`config.mk`:
```
export PLATFORM = sky130hd
export DESIGN_NAME = gait_command_slope_limiter_flat
export DESIGN_NICKNAME = d
export VERILOG_FILES = /design/src/sv/gcsl_pkg.sv /design/src/sv/gcsl_if.sv /design/src/sv/gcsl_ctrl.sv /design/src/sv/gcsl_dp.sv /design/src/sv/gait_command_slope_limiter.sv /design/src/flat_wrapper.sv
export SDC_FILE = /design/constraint.sdc
export NUM_CORES = 2
export LEC_CHECK = 0
export BUFFER_PORTS_ARGS = -buffer_cell sky130_fd_sc_hd__buf_2
export CORE_UTILIZATION = 63
export DETAILED_ROUTE_END_ITERATION = 6
export PLACE_DENSITY = 0.84
export SLEW_MARGIN = 20
export SYNTH_ARGS = -nofsm -noshare
export SYNTH_HDL_FRONTEND = slang
export SYNTH_SLANG_ARGS = --single-unit
export TNS_END_PERCENT = 1
```
`constraint.sdc`:
```
create_clock -name clock -period 24.2 [get_ports clock]
set_input_delay 4.84 -clock clock [delete_from_list [all_inputs] [get_ports clock]]
set_output_delay 4.84 -clock clock [all_outputs]
set_load 0.02 [all_outputs]
```
`src/sv/gcsl_pkg.sv`:
```
`default_nettype none
package gcsl_pkg;

   localparam int unsigned VAL_W   = 18;
   localparam int unsigned TIME_W  = 20;
   localparam int unsigned CFG_W   = 16;
   localparam int unsigned NUM_CFG = 8;

   // Register indexes.
   localparam logic [2:0] REG_LF_FORWARD  = 3'd0;
   localparam logic [2:0] REG_LF_BACKWARD = 3'd1;
   localparam logic [2:0] REG_LF_SIDEWAYS = 3'd2;
   localparam logic [2:0] REG_LF_TURN     = 3'd3;
   localparam logic [2:0] REG_DECEL_RATIO = 3'd4;
   localparam logic [2:0] REG_HF_FORWARD  = 3'd5;
   localparam logic [2:0] REG_HF_SIDEWAYS = 3'd6;
   localparam logic [2:0] REG_HF_TURN     = 3'd7;

   localparam logic [CFG_W-1:0] CFG_RESET = 16'd4096;

   // Datapath operations.
   typedef logic [3:0] op_type;
   localparam op_type OP_NONE     = 4'd0;
   localparam op_type OP_LOAD     = 4'd1;
   localparam op_type OP_LF_MUL1  = 4'd2;
   localparam op_type OP_LF_MUL2  = 4'd3;
   localparam op_type OP_LF_UPD   = 4'd4;
   localparam op_type OP_HF_MUL   = 4'd5;
   localparam op_type OP_HF_UPD   = 4'd6;
   localparam op_type OP_DIV_INIT = 4'd7;
   localparam op_type OP_DIV_STEP = 4'd8;
   localparam op_type OP_EOS_UPD  = 4'd9;

   localparam logic [1:0] AXIS_X = 2'd0;
   localparam logic [1:0] AXIS_Y = 2'd1;
   localparam logic [1:0] AXIS_Z = 2'd2;

   // Quotient bits produced by the divider.
   localparam int unsigned DIV_STEPS = 18;

   typedef struct packed {
      op_type     op;
      logic [1:0] axis;
   } cmd_type;

   typedef struct packed {
      logic scale;
   } status_type;

   typedef struct packed {
      logic [CFG_W-1:0] lf_forward;
      logic [CFG_W-1:0] lf_backward;
      logic [CFG_W-1:0] lf_sideways;
      logic [CFG_W-1:0] lf_turn;
      logic [CFG_W-1:0] decel_ratio;
      logic [CFG_W-1:0] hf_forward;
      logic [CFG_W-1:0] hf_sideways;
      logic [CFG_W-1:0] hf_turn;
   } cfg_type;

endpackage
`default_nettype wire

```
`src/sv/gcsl_if.sv`:
```
`default_nettype none
interface gcsl_req_if;
   logic                valid;
   logic                ready;
   logic signed [17:0]  lf_target_x;
   logic signed [17:0]  lf_target_y;
   logic signed [17:0]  lf_target_z;
   logic signed [17:0]  hf_target_x;
   logic signed [17:0]  hf_target_y;
   logic signed [17:0]  hf_target_z;
   logic signed [17:0]  eos_target_x;
   logic signed [17:0]  eos_target_y;
   logic signed [17:0]  eos_target_z;
   logic        [19:0]  true_dt;
   logic        [19:0]  nominal_dt;
   logic        [19:0]  time_to_step;

   modport source (output valid, lf_target_x, lf_target_y, lf_target_z, hf_target_x,
                   hf_target_y, hf_target_z, eos_target_x, eos_target_y, eos_target_z,
                   true_dt, nominal_dt, time_to_step, input ready);
   modport sink (input valid, lf_target_x, lf_target_y, lf_target_z, hf_target_x,
                 hf_target_y, hf_target_z, eos_target_x, eos_target_y, eos_target_z,
                 true_dt, nominal_dt, time_to_step, output ready);
endinterface

interface gcsl_rsp_if;
   logic                valid;
   logic                ready;
   logic signed [17:0]  lf_x;
   logic signed [17:0]  lf_y;
   logic signed [17:0]  lf_z;
   logic signed [17:0]  hf_x;
   logic signed [17:0]  hf_y;
   logic signed [17:0]  hf_z;
   logic signed [17:0]  eos_x;
   logic signed [17:0]  eos_y;
   logic signed [17:0]  eos_z;

   modport source (output valid, lf_x, lf_y, lf_z, hf_x, hf_y, hf_z, eos_x, eos_y, eos_z,
                   input ready);
   modport sink (input valid, lf_x, lf_y, lf_z, hf_x, hf_y, hf_z, eos_x, eos_y, eos_z,
                 output ready);
endinterface
`default_nettype wire

```
`src/sv/gcsl_ctrl.sv`:
```
`default_nettype none
module gcsl_ctrl (
   input  wire logic                  clock,
   input  wire logic                  reset,
   input  wire logic                  req_valid,
   output logic                       req_ready,
   output logic                       rsp_valid,
   input  wire logic                  rsp_ready,
   input  wire gcsl_pkg::status_type  status,
   output gcsl_pkg::cmd_type          cmd
);
   localparam logic [3:0] S_IDLE = 4'd0;
   localparam logic [3:0] S_LF1  = 4'd1;
   localparam logic [3:0] S_LF2  = 4'd2;
   localparam logic [3:0] S_LF3  = 4'd3;
   localparam logic [3:0] S_HF1  = 4'd4;
   localparam logic [3:0] S_HF2  = 4'd5;
   localparam logic [3:0] S_DIVI = 4'd6;
   localparam logic [3:0] S_DIV  = 4'd7;
   localparam logic [3:0] S_EOS  = 4'd8;
   localparam logic [3:0] S_DONE = 4'd9;

   logic [3:0] state_ff, state_in;
   logic [1:0] axis_ff, axis_in;
   logic [4:0] cnt_ff, cnt_in;

   always_ff @(posedge clock) begin
      if (reset) begin
         state_ff <= S_IDLE;
         axis_ff  <= gcsl_pkg::AXIS_X;
         cnt_ff   <= '0;
      end else begin
         state_ff <= state_in;
         axis_ff  <= axis_in;
         cnt_ff   <= cnt_in;
      end
   end

   always_comb begin
      state_in  = state_ff;
      axis_in   = axis_ff;
      cnt_in    = cnt_ff;
      cmd.op    = gcsl_pkg::OP_NONE;
      cmd.axis  = axis_ff;
      req_ready = 1'b0;
      rsp_valid = 1'b0;
      unique case (state_ff)
         S_IDLE: begin
            req_ready = 1'b1;
            if (req_valid) begin
               cmd.op   = gcsl_pkg::OP_LOAD;
               axis_in  = gcsl_pkg::AXIS_X;
               state_in = S_LF1;
            end
         end
         S_LF1: begin
            cmd.op   = gcsl_pkg::OP_LF_MUL1;
            state_in = S_LF2;
         end
         S_LF2: begin
            cmd.op   = gcsl_pkg::OP_LF_MUL2;
            state_in = S_LF3;
         end
         S_LF3: begin
            cmd.op = gcsl_pkg::OP_LF_UPD;
            if (axis_ff == gcsl_pkg::AXIS_Z) begin
               axis_in  = gcsl_pkg::AXIS_X;
               state_in = S_HF1;
            end else begin
               axis_in  = axis_ff + 2'd1;
               state_in = S_LF1;
            end
         end
         S_HF1: begin
            cmd.op   = gcsl_pkg::OP_HF_MUL;
            state_in = S_HF2;
         end
         S_HF2: begin
            cmd.op   = gcsl_pkg::OP_HF_UPD;
            state_in = status.scale ? S_DIVI : S_EOS;
         end
         S_DIVI: begin
            cmd.op   = gcsl_pkg::OP_DIV_INIT;
            cnt_in   = '0;
            state_in = S_DIV;
         end
         S_DIV: begin
            cmd.op = gcsl_pkg::OP_DIV_STEP;
            cnt_in = cnt_ff + 5'd1;
            if (cnt_ff == 5'(gcsl_pkg::DIV_STEPS - 1)) begin
               state_in = S_EOS;
            end
         end
         S_EOS: begin
            cmd.op = gcsl_pkg::OP_EOS_UPD;
            if (axis_ff == gcsl_pkg::AXIS_Z) begin
               state_in = S_DONE;
            end else begin
               axis_in  = axis_ff + 2'd1;
               state_in = S_HF1;
            end
         end
         S_DONE: begin
            rsp_valid = 1'b1;
            if (rsp_ready) begin
               state_in = S_IDLE;
            end
         end
         default: begin
            state_in = S_IDLE;
         end
      endcase
   end
endmodule
`default_nettype wire

```
`src/sv/gcsl_dp.sv`:
```
`default_nettype none
module gcsl_dp (
   input  wire logic                  clock,
   input  wire logic                  reset,
   input  wire gcsl_pkg::cmd_type     cmd,
   input  wire gcsl_pkg::cfg_type     cfg,
   input  wire logic signed [17:0]    lf_tgt [3],
   input  wire logic signed [17:0]    hf_tgt [3],
   input  wire logic signed [17:0]    eos_tgt [3],
   input  wire logic        [19:0]    true_dt,
   input  wire logic        [19:0]    nominal_dt,
   input  wire logic        [19:0]    time_to_step,
   output gcsl_pkg::status_type       status,
   output logic signed [17:0]         lf_val [3],
   output logic signed [17:0]         hf_val [3],
   output logic signed [17:0]         eos_val [3]
);
   // Moves v by err, clamped to [-lo, hi], then saturates.
   function automatic logic signed [17:0] step_value(input logic signed [17:0] v,
                                                     input logic signed [18:0] err,
                                                     input logic [27:0] lo,
                                                     input logic [27:0] hi);
      logic signed [29:0] e;
      logic signed [29:0] l;
      logic signed [29:0] h;
      logic signed [29:0] c;
      logic signed [19:0] s;
      e = {{11{err[18]}}, err};
      l = -$signed({2'b00, lo});
      h = $signed({2'b00, hi});
      if (e < l) c = l;
      else if (e > h) c = h;
      else c = e;
      s = {{2{v[17]}}, v} + c[19:0];
      if (s > 20'sd131071) step_value = 18'sh1FFFF;
      else if (s < -20'sd131072) step_value = 18'sh20000;
      else step_value = s[17:0];
   endfunction

   logic signed [17:0] lf_tgt_ff [3];
   logic signed [17:0] hf_tgt_ff [3];
   logic signed [17:0] eos_tgt_ff [3];
   logic        [19:0] dt_ff, ndt_ff, tts_ff;
   logic signed [17:0] lf_ff [3];
   logic signed [17:0] hf_ff [3];
   logic signed [17:0] eos_ff [3];
   logic        [55:0] prod_ff, prod_in;
   logic        [23:0] lim1_ff;
   logic               neg_ff;
   logic        [19:0] rem_ff;
   logic        [17:0] dvd_ff;
   logic        [17:0] quo_ff;

   logic signed [17:0] lf_v, hf_v, eos_v;
   logic        [15:0] lf_slope, hf_slope;
   logic        [35:0] mul_a;
   logic        [19:0] mul_b;
   logic signed [18:0] hf_err, eos_err, eos_scaled;
   logic        [18:0] eos_mag;
   logic        [20:0] trial;
   logic        [27:0] lim2, lo_sel, hi_sel;

   assign lf_v  = lf_ff[cmd.axis];
   assign hf_v  = hf_ff[cmd.axis];
   assign eos_v = eos_ff[cmd.axis];
   assign status.scale = tts_ff > ndt_ff;

   always_comb begin
      unique case (cmd.axis)
         gcsl_pkg::AXIS_X: begin
            lf_slope = lf_v[17] ? cfg.lf_backward : cfg.lf_forward;
            hf_slope = cfg.hf_forward;
         end
         gcsl_pkg::AXIS_Y: begin
            lf_slope = cfg.lf_sideways;
            hf_slope = cfg.hf_sideways;
         end
         default: begin
            lf_slope = cfg.lf_turn;
            hf_slope = cfg.hf_turn;
         end
      endcase
   end

   assign hf_err  = 19'(hf_tgt_ff[cmd.axis]) - 19'(hf_v);
   assign eos_err = 19'(eos_tgt_ff[cmd.axis]) - 19'(eos_v);
   assign eos_mag = eos_err[18] ? 19'(-eos_err) : eos_err;
   assign lim2    = prod_ff[51:24];
   assign trial   = {rem_ff, dvd_ff[17]};
   assign eos_scaled = !status.scale ? eos_err
                     : (neg_ff ? -$signed({1'b0, quo_ff}) : $signed({1'b0, quo_ff}));
   assign lo_sel  = lf_v[17] ? 28'(lim1_ff) : lim2;
   assign hi_sel  = lf_v[17] ? lim2 : 28'(lim1_ff);

   always_comb begin
      mul_a = 36'(dt_ff);
      mul_b = 20'(lf_slope);
      priority case (cmd.op)
         gcsl_pkg::OP_LF_MUL2: begin
            mul_a = prod_ff[35:0];
            mul_b = 20'(cfg.decel_ratio);
         end
         gcsl_pkg::OP_HF_MUL: begin
            mul_b = 20'(hf_slope);
         end
         gcsl_pkg::OP_HF_UPD: begin
            mul_a = 36'(eos_mag[17:0]);
            mul_b = ndt_ff;
         end
         default: begin
         end
      endcase
      prod_in = 56'(mul_a) * 56'(mul_b);
   end

   always_ff @(posedge clock) begin
      if (reset) begin
         for (int i = 0; i < 3; i++) begin
            lf_ff[i]  <= '0;
            hf_ff[i]  <= '0;
            eos_ff[i] <= '0;
         end
      end else begin
         priority case (cmd.op)
            gcsl_pkg::OP_LF_UPD: begin
               lf_ff[cmd.axis] <= step_value(lf_v, 19'(lf_tgt_ff[cmd.axis]) - 19'(lf_v),
                                             lo_sel, hi_sel);
            end
            gcsl_pkg::OP_HF_UPD: begin
               hf_ff[cmd.axis] <= step_value(hf_v, hf_err, 28'(prod_ff[35:12]),
                                             28'(prod_ff[35:12]));
            end
            gcsl_pkg::OP_EOS_UPD: begin
               eos_ff[cmd.axis] <= step_value(eos_v, eos_scaled, 28'(lim1_ff),
                                              28'(lim1_ff));
            end
            default: begin
            end
         endcase
      end
   end

   always_ff @(posedge clock) begin
      if (cmd.op == gcsl_pkg::OP_LOAD) begin
         lf_tgt_ff  <= lf_tgt;
         hf_tgt_ff  <= hf_tgt;
         eos_tgt_ff <= eos_tgt;
         dt_ff      <= true_dt;
         ndt_ff     <= nominal_dt;
         tts_ff     <= time_to_step;
      end
      if (cmd.op == gcsl_pkg::OP_LF_MUL1 || cmd.op == gcsl_pkg::OP_LF_MUL2 ||
          cmd.op == gcsl_pkg::OP_HF_MUL || cmd.op == gcsl_pkg::OP_HF_UPD) begin
         prod_ff <= prod_in;
      end
      if (cmd.op == gcsl_pkg::OP_LF_MUL2 || cmd.op == gcsl_pkg::OP_HF_UPD) begin
         lim1_ff <= prod_ff[35:12];
      end
      if (cmd.op == gcsl_pkg::OP_HF_UPD) begin
         neg_ff <= eos_err[18];
      end
      if (cmd.op == gcsl_pkg::OP_DIV_INIT) begin
         rem_ff <= prod_ff[37:18];
         dvd_ff <= prod_ff[17:0];
         quo_ff <= '0;
      end
      if (cmd.op == gcsl_pkg::OP_DIV_STEP) begin
         dvd_ff <= {dvd_ff[16:0], 1'b0};
         if (trial >= 21'(tts_ff)) begin
            rem_ff <= 20'(trial - 21'(tts_ff));
            quo_ff <= {quo_ff[16:0], 1'b1};
         end else begin
            rem_ff <= trial[19:0];
            quo_ff <= {quo_ff[16:0], 1'b0};
         end
      end
   end

   assign lf_val  = lf_ff;
   assign hf_val  = hf_ff;
   assign eos_val = eos_ff;
endmodule
`default_nettype wire

```
`src/sv/gait_command_slope_limiter.sv`:
```
`default_nettype none
// Gait command slope limiter. Each request transaction carries nine velocity
// targets (low-frequency, high-frequency and end-of-step parts on the forward,
// sideways and turn axes) plus the true tick, the nominal tick and the time to
// the next step; the block moves nine running values toward those targets by
// at most tick times a per-axis slope and returns all nine in one response
// transaction. Low-frequency axes slow down at the slope scaled by the decel
// ratio, and the forward axis uses the backward slope while its value is
// negative. End-of-step errors are scaled by nominal tick over time to step
// when the time to step is longer than the nominal tick. One item is handled
// at a time: a new request is not taken until the last response is accepted.
// The single shared multiplier serves all the multiplies, and end-of-step
// scaling adds the one-bit-per-cycle divider; the response then waits for
// ready. The next request is taken in the cycle after the response is accepted.
// Seven slope registers and the decel ratio sit on APB byte addresses 0 to 28
// and all reset to 1.0; write them only while no transaction is in progress.
module gait_command_slope_limiter (
   input  wire logic         clock,
   input  wire logic         reset,
   gcsl_req_if.sink          req_chan,
   gcsl_rsp_if.source        rsp_chan,
   input  wire logic         csr_psel,
   input  wire logic         csr_penable,
   input  wire logic         csr_pwrite,
   input  wire logic [4:0]   csr_paddr,
   input  wire logic [31:0]  csr_pwdata,
   output logic      [31:0]  csr_prdata,
   output logic              csr_pready
);
   gcsl_pkg::cfg_type    cfg_ff;
   gcsl_pkg::cmd_type    cmd;
   gcsl_pkg::status_type status;
   logic signed [17:0]   lf_tgt [3];
   logic signed [17:0]   hf_tgt [3];
   logic signed [17:0]   eos_tgt [3];
   logic signed [17:0]   lf_val [3];
   logic signed [17:0]   hf_val [3];
   logic signed [17:0]   eos_val [3];
   logic [2:0]           reg_idx;
   logic [15:0]          wdata;

   assign csr_pready = 1'b1;
   assign reg_idx    = csr_paddr[4:2];
   assign wdata      = csr_pwdata[15:0];

   // Register file: a write lands on the access cycle of the transaction.
   always_ff @(posedge clock) begin
      if (reset) begin
         cfg_ff <= {gcsl_pkg::NUM_CFG{gcsl_pkg::CFG_RESET}};
      end else if (csr_psel && csr_penable && csr_pwrite) begin
         unique case (reg_idx)
            gcsl_pkg::REG_LF_FORWARD:  cfg_ff.lf_forward  <= wdata;
            gcsl_pkg::REG_LF_BACKWARD: cfg_ff.lf_backward <= wdata;
            gcsl_pkg::REG_LF_SIDEWAYS: cfg_ff.lf_sideways <= wdata;
            gcsl_pkg::REG_LF_TURN:     cfg_ff.lf_turn     <= wdata;
            gcsl_pkg::REG_DECEL_RATIO: cfg_ff.decel_ratio <= wdata;
            gcsl_pkg::REG_HF_FORWARD:  cfg_ff.hf_forward  <= wdata;
            gcsl_pkg::REG_HF_SIDEWAYS: cfg_ff.hf_sideways <= wdata;
            gcsl_pkg::REG_HF_TURN:     cfg_ff.hf_turn     <= wdata;
            default: begin
            end
         endcase
      end
   end

   always_comb begin
      unique case (reg_idx)
         gcsl_pkg::REG_LF_FORWARD:  csr_prdata = 32'(cfg_ff.lf_forward);
         gcsl_pkg::REG_LF_BACKWARD: csr_prdata = 32'(cfg_ff.lf_backward);
         gcsl_pkg::REG_LF_SIDEWAYS: csr_prdata = 32'(cfg_ff.lf_sideways);
         gcsl_pkg::REG_LF_TURN:     csr_prdata = 32'(cfg_ff.lf_turn);
         gcsl_pkg::REG_DECEL_RATIO: csr_prdata = 32'(cfg_ff.decel_ratio);
         gcsl_pkg::REG_HF_FORWARD:  csr_prdata = 32'(cfg_ff.hf_forward);
         gcsl_pkg::REG_HF_SIDEWAYS: csr_prdata = 32'(cfg_ff.hf_sideways);
         default:                   csr_prdata = 32'(cfg_ff.hf_turn);
      endcase
   end

   assign lf_tgt[0]  = req_chan.lf_target_x;
   assign lf_tgt[1]  = req_chan.lf_target_y;
   assign lf_tgt[2]  = req_chan.lf_target_z;
   assign hf_tgt[0]  = req_chan.hf_target_x;
   assign hf_tgt[1]  = req_chan.hf_target_y;
   assign hf_tgt[2]  = req_chan.hf_target_z;
   assign eos_tgt[0] = req_chan.eos_target_x;
   assign eos_tgt[1] = req_chan.eos_target_y;
   assign eos_tgt[2] = req_chan.eos_target_z;

   // The sequencer steps each axis through its multiplies and updates.
   gcsl_ctrl u_ctrl (
      .clock     (clock),
      .reset     (reset),
      .req_valid (req_chan.valid),
      .req_ready (req_chan.ready),
      .rsp_valid (rsp_chan.valid),
      .rsp_ready (rsp_chan.ready),
      .status    (status),
      .cmd       (cmd)
   );

   // The datapath holds the running values, which also serve as the
   // response payload; they stay put until the next request updates them.
   gcsl_dp u_dp (
      .clock        (clock),
      .reset        (reset),
      .cmd          (cmd),
      .cfg          (cfg_ff),
      .lf_tgt       (lf_tgt),
      .hf_tgt       (hf_tgt),
      .eos_tgt      (eos_tgt),
      .true_dt      (req_chan.true_dt),
      .nominal_dt   (req_chan.nominal_dt),
      .time_to_step (req_chan.time_to_step),
      .status       (status),
      .lf_val       (lf_val),
      .hf_val       (hf_val),
      .eos_val      (eos_val)
   );

   assign rsp_chan.lf_x  = lf_val[0];
   assign rsp_chan.lf_y  = lf_val[1];
   assign rsp_chan.lf_z  = lf_val[2];
   assign rsp_chan.hf_x  = hf_val[0];
   assign rsp_chan.hf_y  = hf_val[1];
   assign rsp_chan.hf_z  = hf_val[2];
   assign rsp_chan.eos_x = eos_val[0];
   assign rsp_chan.eos_y = eos_val[1];
   assign rsp_chan.eos_z = eos_val[2];
endmodule
`default_nettype wire
```
`src/flat_wrapper.sv`:
```
// flat-port wrapper written by rule: the top's interface ports become plain ports
module gait_command_slope_limiter_flat 
  (clock, reset, csr_psel, csr_penable, csr_pwrite, csr_paddr, csr_pwdata, csr_prdata, csr_pready, req_chan_valid, req_chan_lf_target_x, req_chan_lf_target_y, req_chan_lf_target_z, req_chan_hf_target_x, req_chan_hf_target_y, req_chan_hf_target_z, req_chan_eos_target_x, req_chan_eos_target_y, req_chan_eos_target_z, req_chan_true_dt, req_chan_nominal_dt, req_chan_time_to_step, req_chan_ready, rsp_chan_valid, rsp_chan_lf_x, rsp_chan_lf_y, rsp_chan_lf_z, rsp_chan_hf_x, rsp_chan_hf_y, rsp_chan_hf_z, rsp_chan_eos_x, rsp_chan_eos_y, rsp_chan_eos_z, rsp_chan_ready);
  gcsl_req_if req_chan_i ();
  gcsl_rsp_if rsp_chan_i ();
  input  wire logic clock;
  input  wire logic reset;
  input  wire logic csr_psel;
  input  wire logic csr_penable;
  input  wire logic csr_pwrite;
  input  wire logic [4:0] csr_paddr;
  input  wire logic [31:0] csr_pwdata;
  output logic      [31:0] csr_prdata;
  output logic csr_pready;
  input wire logic [$bits(req_chan_i.valid)-1:0] req_chan_valid;
  input wire logic [$bits(req_chan_i.lf_target_x)-1:0] req_chan_lf_target_x;
  input wire logic [$bits(req_chan_i.lf_target_y)-1:0] req_chan_lf_target_y;
  input wire logic [$bits(req_chan_i.lf_target_z)-1:0] req_chan_lf_target_z;
  input wire logic [$bits(req_chan_i.hf_target_x)-1:0] req_chan_hf_target_x;
  input wire logic [$bits(req_chan_i.hf_target_y)-1:0] req_chan_hf_target_y;
  input wire logic [$bits(req_chan_i.hf_target_z)-1:0] req_chan_hf_target_z;
  input wire logic [$bits(req_chan_i.eos_target_x)-1:0] req_chan_eos_target_x;
  input wire logic [$bits(req_chan_i.eos_target_y)-1:0] req_chan_eos_target_y;
  input wire logic [$bits(req_chan_i.eos_target_z)-1:0] req_chan_eos_target_z;
  input wire logic [$bits(req_chan_i.true_dt)-1:0] req_chan_true_dt;
  input wire logic [$bits(req_chan_i.nominal_dt)-1:0] req_chan_nominal_dt;
  input wire logic [$bits(req_chan_i.time_to_step)-1:0] req_chan_time_to_step;
  output wire logic [$bits(req_chan_i.ready)-1:0] req_chan_ready;
  output wire logic [$bits(rsp_chan_i.valid)-1:0] rsp_chan_valid;
  output wire logic [$bits(rsp_chan_i.lf_x)-1:0] rsp_chan_lf_x;
  output wire logic [$bits(rsp_chan_i.lf_y)-1:0] rsp_chan_lf_y;
  output wire logic [$bits(rsp_chan_i.lf_z)-1:0] rsp_chan_lf_z;
  output wire logic [$bits(rsp_chan_i.hf_x)-1:0] rsp_chan_hf_x;
  output wire logic [$bits(rsp_chan_i.hf_y)-1:0] rsp_chan_hf_y;
  output wire logic [$bits(rsp_chan_i.hf_z)-1:0] rsp_chan_hf_z;
  output wire logic [$bits(rsp_chan_i.eos_x)-1:0] rsp_chan_eos_x;
  output wire logic [$bits(rsp_chan_i.eos_y)-1:0] rsp_chan_eos_y;
  output wire logic [$bits(rsp_chan_i.eos_z)-1:0] rsp_chan_eos_z;
  input wire logic [$bits(rsp_chan_i.ready)-1:0] rsp_chan_ready;
  assign req_chan_i.valid = req_chan_valid;
  assign req_chan_i.lf_target_x = req_chan_lf_target_x;
  assign req_chan_i.lf_target_y = req_chan_lf_target_y;
  assign req_chan_i.lf_target_z = req_chan_lf_target_z;
  assign req_chan_i.hf_target_x = req_chan_hf_target_x;
  assign req_chan_i.hf_target_y = req_chan_hf_target_y;
  assign req_chan_i.hf_target_z = req_chan_hf_target_z;
  assign req_chan_i.eos_target_x = req_chan_eos_target_x;
  assign req_chan_i.eos_target_y = req_chan_eos_target_y;
  assign req_chan_i.eos_target_z = req_chan_eos_target_z;
  assign req_chan_i.true_dt = req_chan_true_dt;
  assign req_chan_i.nominal_dt = req_chan_nominal_dt;
  assign req_chan_i.time_to_step = req_chan_time_to_step;
  assign req_chan_ready = req_chan_i.ready;
  assign rsp_chan_valid = rsp_chan_i.valid;
  assign rsp_chan_lf_x = rsp_chan_i.lf_x;
  assign rsp_chan_lf_y = rsp_chan_i.lf_y;
  assign rsp_chan_lf_z = rsp_chan_i.lf_z;
  assign rsp_chan_hf_x = rsp_chan_i.hf_x;
  assign rsp_chan_hf_y = rsp_chan_i.hf_y;
  assign rsp_chan_hf_z = rsp_chan_i.hf_z;
  assign rsp_chan_eos_x = rsp_chan_i.eos_x;
  assign rsp_chan_eos_y = rsp_chan_i.eos_y;
  assign rsp_chan_eos_z = rsp_chan_i.eos_z;
  assign rsp_chan_i.ready = rsp_chan_ready;
  gait_command_slope_limiter u_core (.clock(clock), .reset(reset), .req_chan(req_chan_i), .rsp_chan(rsp_chan_i), .csr_psel(csr_psel), .csr_penable(csr_penable), .csr_pwrite(csr_pwrite), .csr_paddr(csr_paddr), .csr_pwdata(csr_pwdata), .csr_prdata(csr_prdata), .csr_pready(csr_pready));
endmodule
```
==> reports/summary.md <==
The tools report the first element of the critical path as u_core.u_ctrl.axis_ff[1]. Critical path launch point type: a register. The classification of the worst setup path is register to register. The final number of max-transition violations is 0, and the highest attainable clock frequency is 75.3 MHz. STA puts the critical path data required time at 24.59 ns. Sink count of the clock tree: 656.

The share of the clock period used by the worst path after layout is 0.549. In this run the most critical hold path is launched from u_core.u_dp.lf_val[32]. At the worst endpoint, the arrival time is 13.67 ns. In the layout the commonest cells are 1077 x sky130_fd_sc_hd__nand2_1, 876 x sky130_fd_sc_hd__inv_1, 615 x sky130_fd_sc_hd__nor2_1, 610 x sky130_fd_sc_hd__fa_1, 467 x sky130_fd_sc_hd__ha_1.

Buffers placed on the I/O ports in this run total 427. The total of flip-flops plus latches after synthesis was 656; the cell row count was 116. For this run, the number of standard cells in the final layout without fillers is 8886. For this run, design rule violations remaining after detail routing come to 0. The multi-input combinational cells in the finished layout cover a total of 42500 um2.

The run gives 55300 as the via count of the first global-routing pass. The switching power share of the total came out at 0.487. The flow ran to the end, and the final reports show no timing, DRC or antenna violations. Pin slew with the least headroom to its limit: 1.22 ns.

The endpoint identified for the worst register-to-register timing path is u_core.u_dp.prod_ff[47]. Entering global routing, the biggest net connects 116 pins. The worst hold-check path type is register to register. The H-tree was split into 3 levels. Pin placement for this block handled 463 I/O pins. Setup repair after global routing left no endpoint under its margin. Synthesis handed over a netlist of 7236 instances. From synthesis to final layout, the design area changed by 9.19%.

For this design, the CTS-stage hold fixing added 0 buffers. In this run the worst path has a maximum fanout of 56. At the end of the flow, the number of nets in the layout was 8862.

The register cell area after layout was 16700 um2. TritonCTS built the clock tree. The standby leakage power is 30.6 nW, and the number of max-capacitance violations reported is 0.

After floorplanning, the core was sized to cover 100000 um2. The run gives 0.229 as the sequential fraction of design power. For this block, the routed nets add up to 202 mm of wire.

The logic depth of the worst register-to-register path came out at 42. The tools report the clock latency on the worst-skew pair as 0.70 ns. The library cell used most frequently in the layout, excluding fill and tap cells, is sky130_fd_sc_hd__nand2_1.

The half-perimeter wire length of the detailed placement result is 152 mm. The clock-pin slew on the worst setup and hold paths was 0.07 ns; the chip width was 320 um. The most critical setup path has its endpoint at u_core.u_dp.prod_ff[47]. Counting the fill cells in the layout gives 7660. After the first detailed-routing iteration, the DRC count stood at 6386.

On the worst path, the slowest cell contributes a delay of 0.83 ns. The tightest slew margin relative to the limit is 0.184. The cell that appears most often on the critical path is sky130_fd_sc_hd__fa_1. The initial core utilization was 0.636; the post-synthesis area per instance was 8.80 um2. The most used flip-flop cell after synthesis is sky130_fd_sc_hd__edfxtp_1. For flop-to-flop paths, the worst setup slack is 10.92 ns. The tools report the number of antenna violations at the first check in global routing as 5. Setup violations remaining at the end of the flow were counted as 0. After detailed routing, the number of vias per cell comes to 6.28. The number of warnings reported in the yosys synthesis log was 0.

In this run the post-CTS setup repair buffer count came out at 0. The global-route wire length before repair is 309 mm, and the die area is 102000 um2. The detail route stage leaves a number of antenna-violating nets equal to 0. The logs give 0.391 for the global-route usage over all layers and 0.180 for the part of the total power dissipated in the clock network. The logs give 66.0 uV for the peak supply drop and 7 for the first-pass iteration count of the detailed router. Die boundary height: 320 um. Adding up every negative setup slack in the final design gives 0 ns. The logs give 8740 for the instance count after placement with tap cells included and 55800 for the total via count in the routed design.

The worst register-to-register path begins at u_core.u_ctrl.axis_ff[1]. The final weighted congestion in routability-driven placement is 0.976, and the clock skew is 0.0514 ns. The ratio of cells with drive above 1 in the final layout was 0.105.

Internal power contribution: 3.33 mW. The share of flip-flops with an asynchronous set or reset is 0, and the total congestion overflow is 0. The power density over the cells is 93.2 nW/um2, and the routed length per placed instance is 22.7 um. The routed design could run at a clock period as short as 13.28 ns. Counting along the longest clock path gives a buffer depth of 3.

The sort of element at the end of the critical path is a register. Once the clock tree was built, the resizer swapped 0 gates to a different size. The root buffer cell chosen for the clock tree is sky130_fd_sc_hd__clkbuf_16. The power share of the combinational group is 0.591. For this design, the slowest cell found on the critical path is sky130_fd_sc_hd__a2111oi_2. For this design the total switching power over the nets is 3.15 mW. The netlist uses 97 different library cells. The sequential-to-total area share from yosys stat was 0.262; the total CTS buffers was 75.

The number of enable-type register cells in the synthesized netlist is 354. After synthesis the cells add up to 63700 um2. The tools report the hold violation total from the final report as 0.
[sequential cells by signal (all words and copies together) (netlist names), 24 cells and up]
register	flops
u_core.cfg_ff	128
u_core.u_dp.eos_tgt_ff	54
u_core.u_dp.lf_tgt_ff	54
u_core.u_dp.hf_val	54
u_core.u_dp.prod_ff	52
u_core.u_dp.lim1_ff	24
u_core.u_dp.hf_tgt_ff	54
u_core.u_dp.eos_val	54
u_core.u_dp.lf_val	54
[power by group through the flow]
stage	Combinational, mW	Clock (mW)	Sequential [mW]
after global routing	4.18	1.21	1.48
after floorplan	2.68	0	1.44
after detailed placement	3.72	0	1.49
after CTS	3.74	1.17	1.47
after global placement	3.62	0	1.49
final	3.83	1.17	1.48
[metal layers]
| metal | GRT usage | wire [um] | up-vias |
|---|---|---|---|
| met4 | 0.255 | 15200 | 0 |
| met2 | 0.613 | 89800 | 3376 |
| met1 | 0.486 | 73700 | 26800 |
| li1 | - | - | 24800 |
| met3 | 0.0901 | 23500 | 809 |
| met5 | 0 | 0 | - |
[Yosys cell counts, types with 30 or more instances]
master | instances | area share
sky130_fd_sc_hd__a211oi_1 | 182 | 0.021
sky130_fd_sc_hd__a21o_1 | 93 | 0.011
sky130_fd_sc_hd__a21oi_1 | 433 | 0.034
sky130_fd_sc_hd__a221oi_1 | 50 | 0.0069
sky130_fd_sc_hd__a22oi_1 | 41 | 0.0048
sky130_fd_sc_hd__a31oi_1 | 42 | 0.0041
sky130_fd_sc_hd__and2_1 | 104 | 0.010
sky130_fd_sc_hd__buf_4 | 30 | 0.0035
sky130_fd_sc_hd__clkbuf_1 | 328 | 0.019
sky130_fd_sc_hd__dfxtp_1 | 302 | 0.095
sky130_fd_sc_hd__edfxtp_1 | 354 | 0.17
sky130_fd_sc_hd__fa_1 | 610 | 0.19
sky130_fd_sc_hd__ha_1 | 467 | 0.092
sky130_fd_sc_hd__inv_1 | 877 | 0.052
sky130_fd_sc_hd__mux2_2 | 36 | 0.0064
sky130_fd_sc_hd__mux2i_1 | 145 | 0.023
sky130_fd_sc_hd__nand2_1 | 1077 | 0.063
sky130_fd_sc_hd__nand2b_1 | 43 | 0.0042
sky130_fd_sc_hd__nand3_1 | 66 | 0.0052
sky130_fd_sc_hd__nand4_1 | 47 | 0.0046
sky130_fd_sc_hd__nor2_1 | 621 | 0.037
sky130_fd_sc_hd__nor2b_1 | 49 | 0.0048
sky130_fd_sc_hd__nor3_1 | 78 | 0.0061
sky130_fd_sc_hd__o21a_1 | 77 | 0.0091
sky130_fd_sc_hd__o21ai_0 | 271 | 0.021
sky130_fd_sc_hd__o22a_1 | 58 | 0.0080
sky130_fd_sc_hd__or2_2 | 33 | 0.0032
sky130_fd_sc_hd__or3_1 | 31 | 0.0030
sky130_fd_sc_hd__xnor2_1 | 176 | 0.024
sky130_fd_sc_hd__xor2_1 | 74 | 0.010
[area by class of cell]
class / instances / area share
clock buffers: 101 / 0.0299
diodes: 7 / 0.000252
clock inverters: 38 / 0.00596
flip-flops and latches: 656 / 0.240
repair buffers: 531 / 0.0421
multi-input cells: 5374 / 0.611
inverters: 881 / 0.0476
well taps: 1298 / 0.0234
[logic make-up (layout without fill, tap and decap cells)]
kind of cell / Yosys count / in the layout / synth area share
compound gates: 1513 / 1513 / 0.156
other cells: 2 / 86 / 0.000118
flops: 656 / 656 / 0.262
fa+ha+maj: 1077 / 1077 / 0.284
simple gates: 2271 / 2271 / 0.156
mux: 184 / 184 / 0.0302
xor+xnor: 250 / 250 / 0.0344
buf+inv: 1283 / 1551 / 0.0778
[through the flow]
step	total power, mW	cell area [um2]	setup WS, ns	util	hold slack [ns]
after floorplan	4.12	64000	3.38	-	0.424
after global placement	5.11	67000	11.43	0.669	0.455
after detailed placement	5.21	67000	11.18	0.669	0.463
after CTS	6.38	69500	11.11	0.694	0.470
after global routing	6.86	69500	10.24	0.694	0.490
final	6.48	69500	10.92	0.694	0.470
[critical path, delay by kind of cell, from the launching register on]
family | cells | cell delay [ns]
DFF | 1 | 0.65
muxes | 1 | 0.16
AOI/OAI and AO/OA | 15 | 4.60
buffers and inverters | 9 | 1.77
and+or+nand+nor | 6 | 1.14
adders and majority gates | 9 | 4.32
xor gates and xnor gates | 2 | 0.28
[how the worst min path moves through the flow]
| stage | slack [ns] | to | depth (start not counted) |
|---|---|---|---|
| after detailed placement | 0.46 | u_core.u_dp.lf_val[32] | 2 |
| final | 0.47 | u_core.u_dp.lf_val[32] | 2 |
| after global routing | 0.49 | u_core.cfg_ff[25] | 2 |
| after global placement | 0.46 | u_core.u_dp.lf_val[52] | 2 |
| after floorplan | 0.42 | u_core.u_dp.lim1_ff[11] | 0 |
| after CTS | 0.47 | u_core.cfg_ff[65] | 2 |
No activity file was read; power rests on OpenSTA's default activity.
